<file path="src/rtl/sfr_pkg.sv">
`timescale 1ns / 1ps
// ----------------------------------------------------------------------------
// sfr_pkg: shared types and constants of the sensor frame receiver
// Frame layout, CRC-16 parameters and the status record that the frame
// collector hands to the result register.
// ----------------------------------------------------------------------------
package sfr_pkg;

  localparam int FrameLen = 21;
  localparam int CrcLen   = 19;
  localparam int PosW     = 5;

  localparam logic [7:0]  SYNC_BYTE = 8'hFF;
  localparam logic [15:0] CRC_INIT  = 16'hFFFF;
  localparam logic [15:0] CRC_POLY  = 16'hA001;

  localparam logic [PosW-1:0] LAST_POS = PosW'(FrameLen - 1);
  localparam logic [PosW-1:0] CRC_END  = PosW'(CrcLen);

  typedef logic [7:0]      byte_t;
  typedef logic [PosW-1:0] pos_t;
  typedef byte_t [CrcLen-1:0] payload_t;

  // Status of the beat just taken by the collector.
  typedef struct packed {
    logic done;  // the beat closed a frame
    logic ok;    // received CRC matched the computed one
  } frame_stat_t;

endpackage

</file>
<file path="src/rtl/sfr_crc16_step.sv">
`timescale 1ns / 1ps
// ----------------------------------------------------------------------------
// sfr_crc16_step: one byte of the reflected CRC-16/MODBUS
// Folds one data byte into the running CRC, eight bit steps unrolled.
// ----------------------------------------------------------------------------
module sfr_crc16_step (
  input  logic [15:0]   crc_in,
  input  sfr_pkg::byte_t data_in,
  output logic [15:0]   crc_out
);
  import sfr_pkg::*;

  always_comb begin
    logic [15:0] c;
    c = crc_in ^ {8'h00, data_in};
    for (int k = 0; k < 8; k++) begin
      if (c[0]) begin
        c = (c >> 1) ^ CRC_POLY;
      end else begin
        c = c >> 1;
      end
    end
    crc_out = c;
  end

endmodule

</file>
<file path="src/rtl/sfr_collector.sv">
`timescale 1ns / 1ps
// ----------------------------------------------------------------------------
// sfr_collector: sync hunt, frame capture and running CRC
// Keeps the byte position, the running CRC and the frame bytes, and reports
// the CRC verdict on the beat that closes a frame.
// ----------------------------------------------------------------------------
module sfr_collector (
  input  logic                  clk,
  input  logic                  rst_n,
  input  logic                  accept,
  input  sfr_pkg::byte_t        rx_byte,
  output sfr_pkg::payload_t     payload,
  output sfr_pkg::frame_stat_t  stat,
  output logic                  last_pos
);
  import sfr_pkg::*;

  logic        collecting_r, collecting_nxt;
  pos_t        pos_r, pos_nxt;
  logic [15:0] crc_r, crc_nxt;
  logic [15:0] crc_step;
  byte_t       store_r [CrcLen+1];   // bytes 0..19; byte 20 is used on arrival

  sfr_crc16_step u_crc (
    .crc_in  (crc_r),
    .data_in (rx_byte),
    .crc_out (crc_step)
  );

  // A position past the end is treated as the last byte.
  assign last_pos = collecting_r && (pos_r >= LAST_POS);

  always_comb begin
    collecting_nxt = collecting_r;
    pos_nxt        = pos_r;
    crc_nxt        = crc_r;
    stat.done      = 1'b0;
    stat.ok        = ({rx_byte, store_r[CrcLen]} == crc_r);
    if (accept) begin
      if (!collecting_r) begin
        if (rx_byte == SYNC_BYTE) begin
          collecting_nxt = 1'b1;
          pos_nxt        = '0;
          crc_nxt        = CRC_INIT;
        end
      end else if (last_pos) begin
        stat.done      = 1'b1;
        collecting_nxt = 1'b0;
        pos_nxt        = '0;
        crc_nxt        = CRC_INIT;
      end else begin
        pos_nxt = pos_r + 1'b1;
        if (pos_r < CRC_END) begin
          crc_nxt = crc_step;
        end
      end
    end
  end

  always_ff @(posedge clk) begin
    if (!rst_n) begin
      collecting_r <= 1'b0;
      pos_r        <= '0;
      crc_r        <= CRC_INIT;
    end else begin
      collecting_r <= collecting_nxt;
      pos_r        <= pos_nxt;
      crc_r        <= crc_nxt;
    end
  end

  always_ff @(posedge clk) begin
    for (int i = 0; i <= CrcLen; i++) begin
      if (accept && collecting_r && !last_pos && (pos_r == PosW'(i))) begin
        store_r[i] <= rx_byte;
      end
    end
  end

  always_comb begin
    for (int i = 0; i < CrcLen; i++) begin
      payload[i] = store_r[i];
    end
  end

endmodule

</file>
<file path="src/rtl/sfr_result_reg.sv">
`timescale 1ns / 1ps
// ----------------------------------------------------------------------------
// sfr_result_reg: telemetry decode and output register
// Splits the frame into telemetry fields, zeroes them on a CRC failure and
// holds the result until the consumer takes it.
// ----------------------------------------------------------------------------
module sfr_result_reg (
  input  logic                 clk,
  input  logic                 rst_n,
  input  logic                 load,
  input  logic                 ok,
  input  sfr_pkg::payload_t    payload,
  input  logic                 out_ready,
  output logic                 out_valid,
  output logic signed [15:0]   left_speed,
  output logic [7:0]           battery_level,
  output logic [7:0]           left_ir_a,
  output logic [7:0]           left_ir_b,
  output logic [31:0]          left_odometry,
  output logic signed [15:0]   right_speed,
  output logic [7:0]           right_ir_a,
  output logic [7:0]           right_ir_b,
  output logic [31:0]          right_odometry,
  output logic [7:0]           motor_current,
  output logic [7:0]           firmware_version,
  output logic                 frame_ok
);
  import sfr_pkg::*;

  logic     valid_r, valid_nxt;
  payload_t data_r;
  logic     ok_r;

  assign valid_nxt = load ? 1'b1 : (valid_r && !out_ready);

  always_ff @(posedge clk) begin
    if (!rst_n) begin
      valid_r <= 1'b0;
    end else begin
      valid_r <= valid_nxt;
    end
  end

  always_ff @(posedge clk) begin
    if (load) begin
      data_r <= ok ? payload : '0;
      ok_r   <= ok;
    end
  end

  assign out_valid        = valid_r;
  assign left_speed       = {data_r[1], data_r[0]};
  assign battery_level    = data_r[2];
  assign left_ir_a        = data_r[3];
  assign left_ir_b        = data_r[4];
  assign left_odometry    = {data_r[8], data_r[7], data_r[6], data_r[5]};
  assign right_speed      = {data_r[10], data_r[9]};
  assign right_ir_a       = data_r[11];
  assign right_ir_b       = data_r[12];
  assign right_odometry   = {data_r[16], data_r[15], data_r[14], data_r[13]};
  assign motor_current    = data_r[17];
  assign firmware_version = data_r[18];
  assign frame_ok         = ok_r;

endmodule

</file>
<file path="src/rtl/sensor_frame_receiver.sv">
`timescale 1ns / 1ps
// ----------------------------------------------------------------------------
// sensor_frame_receiver: serial telemetry deframer with CRC-16/MODBUS check
// Hunts for the 0xFF sync byte, collects a 21-byte frame, checks the CRC of
// bytes 0..18 against the little-endian value in bytes 19..20 and emits one
// decoded telemetry result per frame.
// ----------------------------------------------------------------------------
//
//   Channel   Direction  Handshake             Payload
//   in_       input      in_valid / in_ready   in_rx_byte (one serial byte)
//   out_      output     out_valid / out_ready telemetry fields + out_frame_ok
//
// One byte beat is taken every cycle while in_ready is high; the CRC of a byte
// is folded in within that same cycle, so the running CRC register sets the
// rate. A result appears in the cycle after the beat that closes a frame.
// Reset (synchronous, active low) returns the block to sync hunting with no
// result pending. The frame bytes themselves are not reset.
// The input stalls only when the closing byte of a frame arrives while an
// earlier result still waits on a low out_ready; all other beats keep flowing.
// ----------------------------------------------------------------------------
module sensor_frame_receiver (
  input  logic                 clk,
  input  logic                 rst_n,
  input  logic                 in_valid,
  output logic                 in_ready,
  input  logic [7:0]           in_rx_byte,
  output logic                 out_valid,
  input  logic                 out_ready,
  output logic signed [15:0]   out_left_speed,
  output logic [7:0]           out_battery_level,
  output logic [7:0]           out_left_ir_a,
  output logic [7:0]           out_left_ir_b,
  output logic [31:0]          out_left_odometry,
  output logic signed [15:0]   out_right_speed,
  output logic [7:0]           out_right_ir_a,
  output logic [7:0]           out_right_ir_b,
  output logic [31:0]          out_right_odometry,
  output logic [7:0]           out_motor_current,
  output logic [7:0]           out_firmware_version,
  output logic                 out_frame_ok
);
  import sfr_pkg::*;

  logic        accept;
  logic        last_pos;
  payload_t    payload;
  frame_stat_t stat;

  // Only the frame-closing beat needs a free output slot; the slot is free
  // when it is empty or being drained in this cycle.
  assign in_ready = !last_pos || !out_valid || out_ready;
  assign accept   = in_valid && in_ready;

  sfr_collector u_collector (
    .clk      (clk),
    .rst_n    (rst_n),
    .accept   (accept),
    .rx_byte  (in_rx_byte),
    .payload  (payload),
    .stat     (stat),
    .last_pos (last_pos)
  );

  sfr_result_reg u_result (
    .clk              (clk),
    .rst_n            (rst_n),
    .load             (stat.done),
    .ok               (stat.ok),
    .payload          (payload),
    .out_ready        (out_ready),
    .out_valid        (out_valid),
    .left_speed       (out_left_speed),
    .battery_level    (out_battery_level),
    .left_ir_a        (out_left_ir_a),
    .left_ir_b        (out_left_ir_b),
    .left_odometry    (out_left_odometry),
    .right_speed      (out_right_speed),
    .right_ir_a       (out_right_ir_a),
    .right_ir_b       (out_right_ir_b),
    .right_odometry   (out_right_odometry),
    .motor_current    (out_motor_current),
    .firmware_version (out_firmware_version),
    .frame_ok         (out_frame_ok)
  );

  // A frame never closes while a stalled result would be overwritten.
  a_no_overwrite: assert property (@(posedge clk) disable iff (!rst_n)
    !(stat.done && out_valid && !out_ready))
    else $error("frame closed while output register was full");

  // A closed frame always shows up as a result in the next cycle.
  a_result_follows: assert property (@(posedge clk) disable iff (!rst_n)
    stat.done |=> out_valid)
    else $error("closed frame produced no result");

  // A failed CRC check carries no telemetry.
  a_bad_frame_zero: assert property (@(posedge clk) disable iff (!rst_n)
    (out_valid && !out_frame_ok) |->
      (out_left_odometry == '0 && out_right_odometry == '0 &&
       out_left_speed == '0 && out_firmware_version == '0))
    else $error("bad frame result carries nonzero telemetry");

endmodule

</file>
<file path="config.mk">
export PLATFORM = sky130hd
export DESIGN_NAME = sensor_frame_receiver
export DESIGN_NICKNAME = d
export VERILOG_FILES = /design/src/rtl/sfr_pkg.sv /design/src/rtl/sfr_crc16_step.sv /design/src/rtl/sfr_collector.sv /design/src/rtl/sfr_result_reg.sv /design/src/rtl/sensor_frame_receiver.sv
export SDC_FILE = /design/constraint.sdc
export NUM_CORES = 1
export LEC_CHECK = 0
export BUFFER_PORTS_ARGS = -buffer_cell sky130_fd_sc_hd__buf_2
export CORE_ASPECT_RATIO = 1.25
export CORE_MARGIN = 2
export CORE_UTILIZATION = 53
export CTS_CLUSTER_DIAMETER = 100
export DETAILED_ROUTE_END_ITERATION = 7
export PLACE_DENSITY = 0.74
export SLEW_MARGIN = 20
export SYNTH_ARGS = -nofsm -noshare
export SYNTH_HDL_FRONTEND = slang
export SYNTH_SLANG_ARGS = --single-unit
</file>
<file path="constraint.sdc">
create_clock -name clk -period 10.3 [get_ports clk]
set_input_delay 1.545 -clock clk [delete_from_list [all_inputs] [get_ports clk]]
set_output_delay 1.545 -clock clk [all_outputs]
set_load 0.005 [all_outputs]
</file>
==> results.txt, run 1 <==
run status: completed
NetSw: 0.000499 W
vias in the first global route: 5946
Seq cells post-synth: 336
max cap viols: 0
largest net degree at the start of global routing: 154
Hold Fails Final Rpt: 0
Diodes inserted: 0
die area: 24000 sq um
first-pass GRT wire length: 34100 um
Clk pin slew, worst setup/hold paths: 0.06 ns
Chip Width: 139 um
antenna-violating nets left: 0
Slew Limit Fails: 0
sequential share of power: 55.1%
switch share: 18.6%
Root Driver: clkbuf_16
Initial DRC Count: 442
RSZ-0062 raised after global routing: no
Logic pwr share: 1.3%
EDFF count, synth: 313
Sinks on Clock Net: 336
Area Overhead vs Synth: 17.7%
fmax: 261 MHz
Pwr Density: 189 nW/um^2
commonest cells in the netlist: edfxtp_1 (313), and2_1 (158), nor2_1 (32)
Vias: 6044
Final Critical Period: 3.84 ns
final setup vio count: 0
Gate Count Post-Synth: 687
setup TNS: 0 ns
CP endpoint kind: output pin
post-CTS setup repair buffer count: 0
worst vdd ir: 0.139 mV
worst path required time: 8.76 ns
RePlAce Congestion: 0.825
CTS H-tree depth: 1
Num CTS Buffers: 30
cell with the most instances after synthesis: edfxtp_1
cell taking the most area after synthesis: edfxtp_1
type of the worst setup path: input pin to output pin
post-DR wirelength/cell: 19.4 um
drt pass-1 iters: 5
core region area: 22300 sq um
Worst Hold Launch: u_collector.store_r[5][4]
placed cell count: 1114
Max clock buf depth: 3
global route overflow: 0
final WL: 22700 um
starting density of the core: 54.1%
Crit. Startpoint: out_ready
All-Layer GR Usage: 18.6%
post-synth net total: 704
top post-synthesis cells by area: edfxtp_1 (78%), and2_1 (8.2%), dfxtp_1 (3.8%)
CTS hold repair buffers: 0
register area share after synthesis: 81.7%
library cells used by synthesis: 38
Die Ht: 173 um
maximum fanout along the worst path: 4
yosys warns: 0
min-delay worst type: flop to flop
share of post-route cells with drive strength above 1: 25.0%
DRC: 0
top-area cell type share of the netlist area: 77.9%
P_leak: 5.69 nW
number of placed I/O pins: 167
Setup Skew: 0.00767 ns
FF-to-FF path depth: 4
final cell utilization of the core: 63.8%
Synth Flop Type: edfxtp_1
WHS Endpoint: u_result.left_odometry[4]
asr flop ratio synth: 0%
worst r2r dst: u_result.left_odometry[29]
DP Wirelength: 13500 um
clk_lat worst skew: 0.54 ns
Reg2Reg Setup Slack: 7.34 ns
syn_area_per_cell: 17.6 sq um
detail-routed via count per cell: 5.17
final-layout fill cell count: 1564
slew margin rel.: 33.2%
num rows: 61
Nets: 880
Int Power: 0.00219 W
Clock Power Share: 43.6%
Final Cycle Share: 37.3%
fin cells: 1170
I/O Buffers: 166
initial antenna violation count: 0
Design Power: 0.00269 W
cts repair resizes: 0
CTS tree: built
worst r2r src: u_collector.pos_r[3]
Slew @ Worst Pin: 0.999 ns
Worst setup SP type: input pin
Post-Syn Area: 12100 sq um
Worst Hold Depth: 1
arrival time of the worst setup path: 2.29 ns
==> cell usage in the layout, fill, tap and decap left out, types with 12 or more instances in the layout <==
cell type  Yosys  routed
edfxtp_1     313     313
nor2_1        32      32
clkbuf_16      0      31
and2_1       158     158
dfxtp_1       23      23
nor3_1        13      13
o21ai_0       17      17
nand2_1       12      12
xnor2_1       31      31
buf_2          3     166
==> per-layer routing <==
layer | share of wire, % | up-vias | track usage, %
met1 | 41 | 2969 | 24.6
met2 | 51 | 191 | 31.6
li1 | - | 2839 | -
met3 | 5.2 | 45 | 2.74
met5 | 0 | - | 0
met4 | 3.0 | 0 | 7.11
==> kinds of logic (layout without fill, tap and decap cells) <==
family,Yosys count,count (layout),share of synthesized area (%)
buf+inv,30,230,1.23
mux,1,1,0.0829
flops,336,336,81.7
compound gates,29,29,1.58
simple gates,250,250,12.1
xor+xnor,36,36,2.80
fa+ha+maj,5,5,0.518
==> worst max-delay path: stages <==
cell and delay [ns]:
buf_2 0.09, nand2b_1 0.17, or3_1 0.35, buf_2 0.13
==> stage by stage <==
step / setup WS (ns) / hold WS (ns) / instance area [sq um]
global route: 6.42 / 0.523 / 14200
CTS: 6.46 / 0.515 / 14200
finish: 6.46 / 0.513 / 14200
floorplan: 5.02 / 0.489 / 12100
global placement: 6.26 / 0.499 / 13200
detailed placement: 6.20 / 0.501 / 13200
==> flip-flops by register name, indices dropped and copies added, names as in the netlist <==
signal and flops:
u_collector.collecting_r 1, u_collector.crc_r 16, u_collector.pos_r 5, u_collector.store_r 160
u_result.battery_level 8, u_result.firmware_version 8, u_result.frame_ok 1, u_result.left_ir_a 8
u_result.left_ir_b 8, u_result.left_odometry 32, u_result.left_speed 16, u_result.motor_current 8
u_result.out_valid 1, u_result.right_ir_a 8, u_result.right_ir_b 8, u_result.right_odometry 32
u_result.right_speed 16
==> how the worst max path moves through the flow <==
| stage | endpoint | slack, ns | cells after the start |
|---|---|---|---|
| after floorplan | u_result.battery_level[0] | 5.02 | 3 |
| after global placement | u_result.motor_current[1] | 6.26 | 6 |
| after detailed placement | u_result.motor_current[1] | 6.20 | 6 |
| after CTS | in_ready | 6.46 | 4 |
| after global routing | in_ready | 6.42 | 4 |
| final | in_ready | 6.46 | 4 |
==> power groups by stage <==
stage	Clock, W	Combinational, W	Sequential [W]
finish	0.00117	0.0000352	0.00148
global placement	0	0.0000351	0.00151
global route	0.00124	0.0000380	0.00148
detailed placement	0	0.0000354	0.00151
CTS	0.00119	0.0000357	0.00148
floorplan	0	0.0000146	0.00151
==> layout make-up <==
type,count,area [sq um],area share [%]
timing repair buffer,169,857,6.03
multi-input combinational,321,2060,14.5
tap,283,354,2.49
clock buffer,33,783,5.51
sequential,336,9860,69.4
clock inverter,23,272,1.91
inverter,5,23.8,0.167
(Power assumes the default switching activity.)
==> run 2: changes to the inputs <==
Settings changed: CORE_UTILIZATION 53 to 51, PLACE_DENSITY 0.74 to 0.75.
Clock period 10.3 ns to 3.1 ns, I/O delays scaled along.
==> run 2 against run 1 <==
Clock skew rose by 0.013 ns. Non-clock buffer count rose by 15. Sequential cell count did not move. Cell count rose by 1.5%.
==> results.txt, run 2 (synthesis results as in run 1) <==
Int Power: 0.00697 W (+220%)
Crit. Startpoint: u_collector.collecting_r
share of post-route cells with drive strength above 1: 25.7% (+0.64 points)
run status: completed
worst path required time: 3.27 ns (-5.49 ns)
arrival time of the worst setup path: 2.53 ns (+0.24 ns)
Max clock buf depth: 3 (unchanged)
most frequent cells in the layout: edfxtp_1 (313), buf_2 (166), and2_1 (158)
worst vdd ir: 0.447 mV (+220%)
number of placed I/O pins: 167 (unchanged)
Finished Cell Area: 14200 sq um (+0.20%)
Fin Hold WS: 0.326 ns (-0.187 ns)
Root Driver: clkbuf_16
initial antenna violation count: 0 (unchanged)
RePlAce Congestion: 0.822 (-0.39%)
final cell utilization of the core: 61.6% (-2.2 points)
Die Ht: 176 um (+1.9%)
Initial DRC Count: 495 (+12%)
worst r2r src: u_collector.collecting_r
Worst Hold Launch: rst_n
Worst Hold Depth: 2 (+1)
Hold Fails Final Rpt: 0 (unchanged)
I/O Buffers: 166 (unchanged)
Placed Area: 13300 sq um (+1.1%)
worst r2r dst: u_result.right_speed[0]
All-Layer GR Usage: 18.7% (+0.11 points)
first-pass GRT wire length: 35000 um (+2.4%)
max reg flops: 160 (unchanged)
post-CTS setup repair buffer count: 0 (unchanged)
slew margin rel.: 36.3% (+3.1 points)
die area: 24900 sq um (+3.8%)
Vias: 6138 (+1.6%)
detail-routed via count per cell: 5.17 (about the same)
global route overflow: 0 (unchanged)
Diodes inserted: 0 (unchanged)
final WL: 23600 um (+4.2%)
NetSw: 0.00162 W (+220%)
CTS H-tree depth: 1 (unchanged)
commonest non-fill, non-tap cell in the layout: edfxtp_1
fmax: 424 MHz
Reg2Reg Setup Slack: 0.74 ns (-6.60 ns)
Largest Register: u_collector.store_r
switch share: 18.8% (+0.26 points)
Nets: 895 (+1.7%)
DP Wirelength: 14500 um (+7.0%)
Slew Limit Fails: 0 (unchanged)
Setup Skew: 0.0205 ns (+0.0128 ns)
antenna-violating nets left: 0 (unchanged)
min-delay worst type: input pin to flop
WHS Endpoint: u_collector.crc_r[12]
DRC: 0 (unchanged)
num rows: 62 (+1.6%)
final setup vio count: 0 (unchanged)
max cap viols: 0 (unchanged)
Area Overhead vs Synth: 18.0%
type of the worst setup path: flop to flop
cts repair resizes: 0 (unchanged)
Sinks on Clock Net: 336 (unchanged)
CTS tree: built
Logic pwr share: 1.5% (+0.2 points)
sequential share of power: 57.2% (+2.1 points)
Clk pin slew, worst setup/hold paths: 0.06 ns (about the same)
drt pass-1 iters: 5 (unchanged)
Final Cycle Share: 76.1%
Clock Power Share: 41.3% (-2.3 points)
Slew @ Worst Pin: 0.952 ns (-0.0470 ns)
post-DR wirelength/cell: 19.9 um (+2.6%)
P_leak: 5.71 nW (+0.45%)
starting density of the core: 52.2% (-1.9 points)
largest net degree at the start of global routing: 127 (-18%)
Worst setup SP type: flop
core region area: 23100 sq um (+3.7%)
clk_lat worst skew: 0.55 ns (about the same)
FF-to-FF path depth: 4 (unchanged)
maximum fanout along the worst path: 51 (+47)
CTS hold repair buffers: 0 (unchanged)
vias in the first global route: 5939 (-0.12%)
Num CTS Buffers: 30 (unchanged)
RSZ-0062 raised after global routing: no
CP endpoint kind: flop
Final Critical Period: 2.36 ns
Pwr Density: 603 nW/um^2 (+220%)
Chip Width: 142 um (+1.9%)
## run 2: cell count changes in the layout (fill, tap and decap cells not counted), moves of 2 or more
cell,change
bufinv_16,-3
inv_6,-2
clkbuf_1,+4
buf_12,+2
buf_4,+14
## run 2: worst max path at each step
stage          slack (ns)                         to  cells past startpoint
6_report             0.74    u_result.right_speed[0]                      4
5_1_grt              0.59    u_result.right_speed[0]                      4
4_1_cts              0.76  u_result.left_odometry[1]                      4
3_5_place_dp         0.68       u_collector.crc_r[0]                      6
3_3_place_gp         0.72       u_collector.crc_r[0]                      6
2_1_floorplan       -0.38  u_result.battery_level[0]                      4
## run 2: final cells by class
type | instances | area [sq um]
tap | 288 | 360
multi-input combinational | 321 | 2060
fill | 1707 | 8880
clock inverter | 18 | 169
sequential | 336 | 9860
inverter | 5 | 22.5
timing repair buffer | 184 | 991
clock buffer | 36 | 773
## run 2: through the flow
step | setup slack [ns] | power, W | setup TNS, ns | std cells
floorplan | -0.383 | 0.00506 | -58.65 | 687
global placement | 0.716 | 0.00514 | 0 | 1134
detailed placement | 0.678 | 0.00514 | 0 | 1134
CTS | 0.759 | 0.00865 | 0 | 1188
global route | 0.591 | 0.00883 | 0 | 1188
finish | 0.740 | 0.00859 | 0 | 1188
## run 2: critical path, cell delays in order, from the launching register on
cell	delay, ns
dfxtp_1	0.51
and2_1	0.22
nand4_1	0.20
clkinvlp_4	0.42
buf_4	0.59
## run 2: power groups by stage
stage                     clock [W]  combinational, W  sequential (W)
after floorplan                   0         0.0000485         0.00501
after global placement            0          0.000127         0.00501
after global routing        0.00378          0.000139         0.00491
after detailed placement          0          0.000130         0.00501
final                       0.00355          0.000129         0.00491
after CTS                   0.00361          0.000131         0.00491
## run 2: routing by layer
| metal | track usage (%) | up-vias | routed length [um] |
|---|---|---|---|
| met5 | 0 | - | 0 |
| met4 | 4.79 | 0 | 458 |
| met3 | 2.82 | 32 | 1110 |
| met2 | 33.1 | 182 | 12200 |
| met1 | 24.5 | 3051 | 9880 |
| li1 | - | 2873 | - |
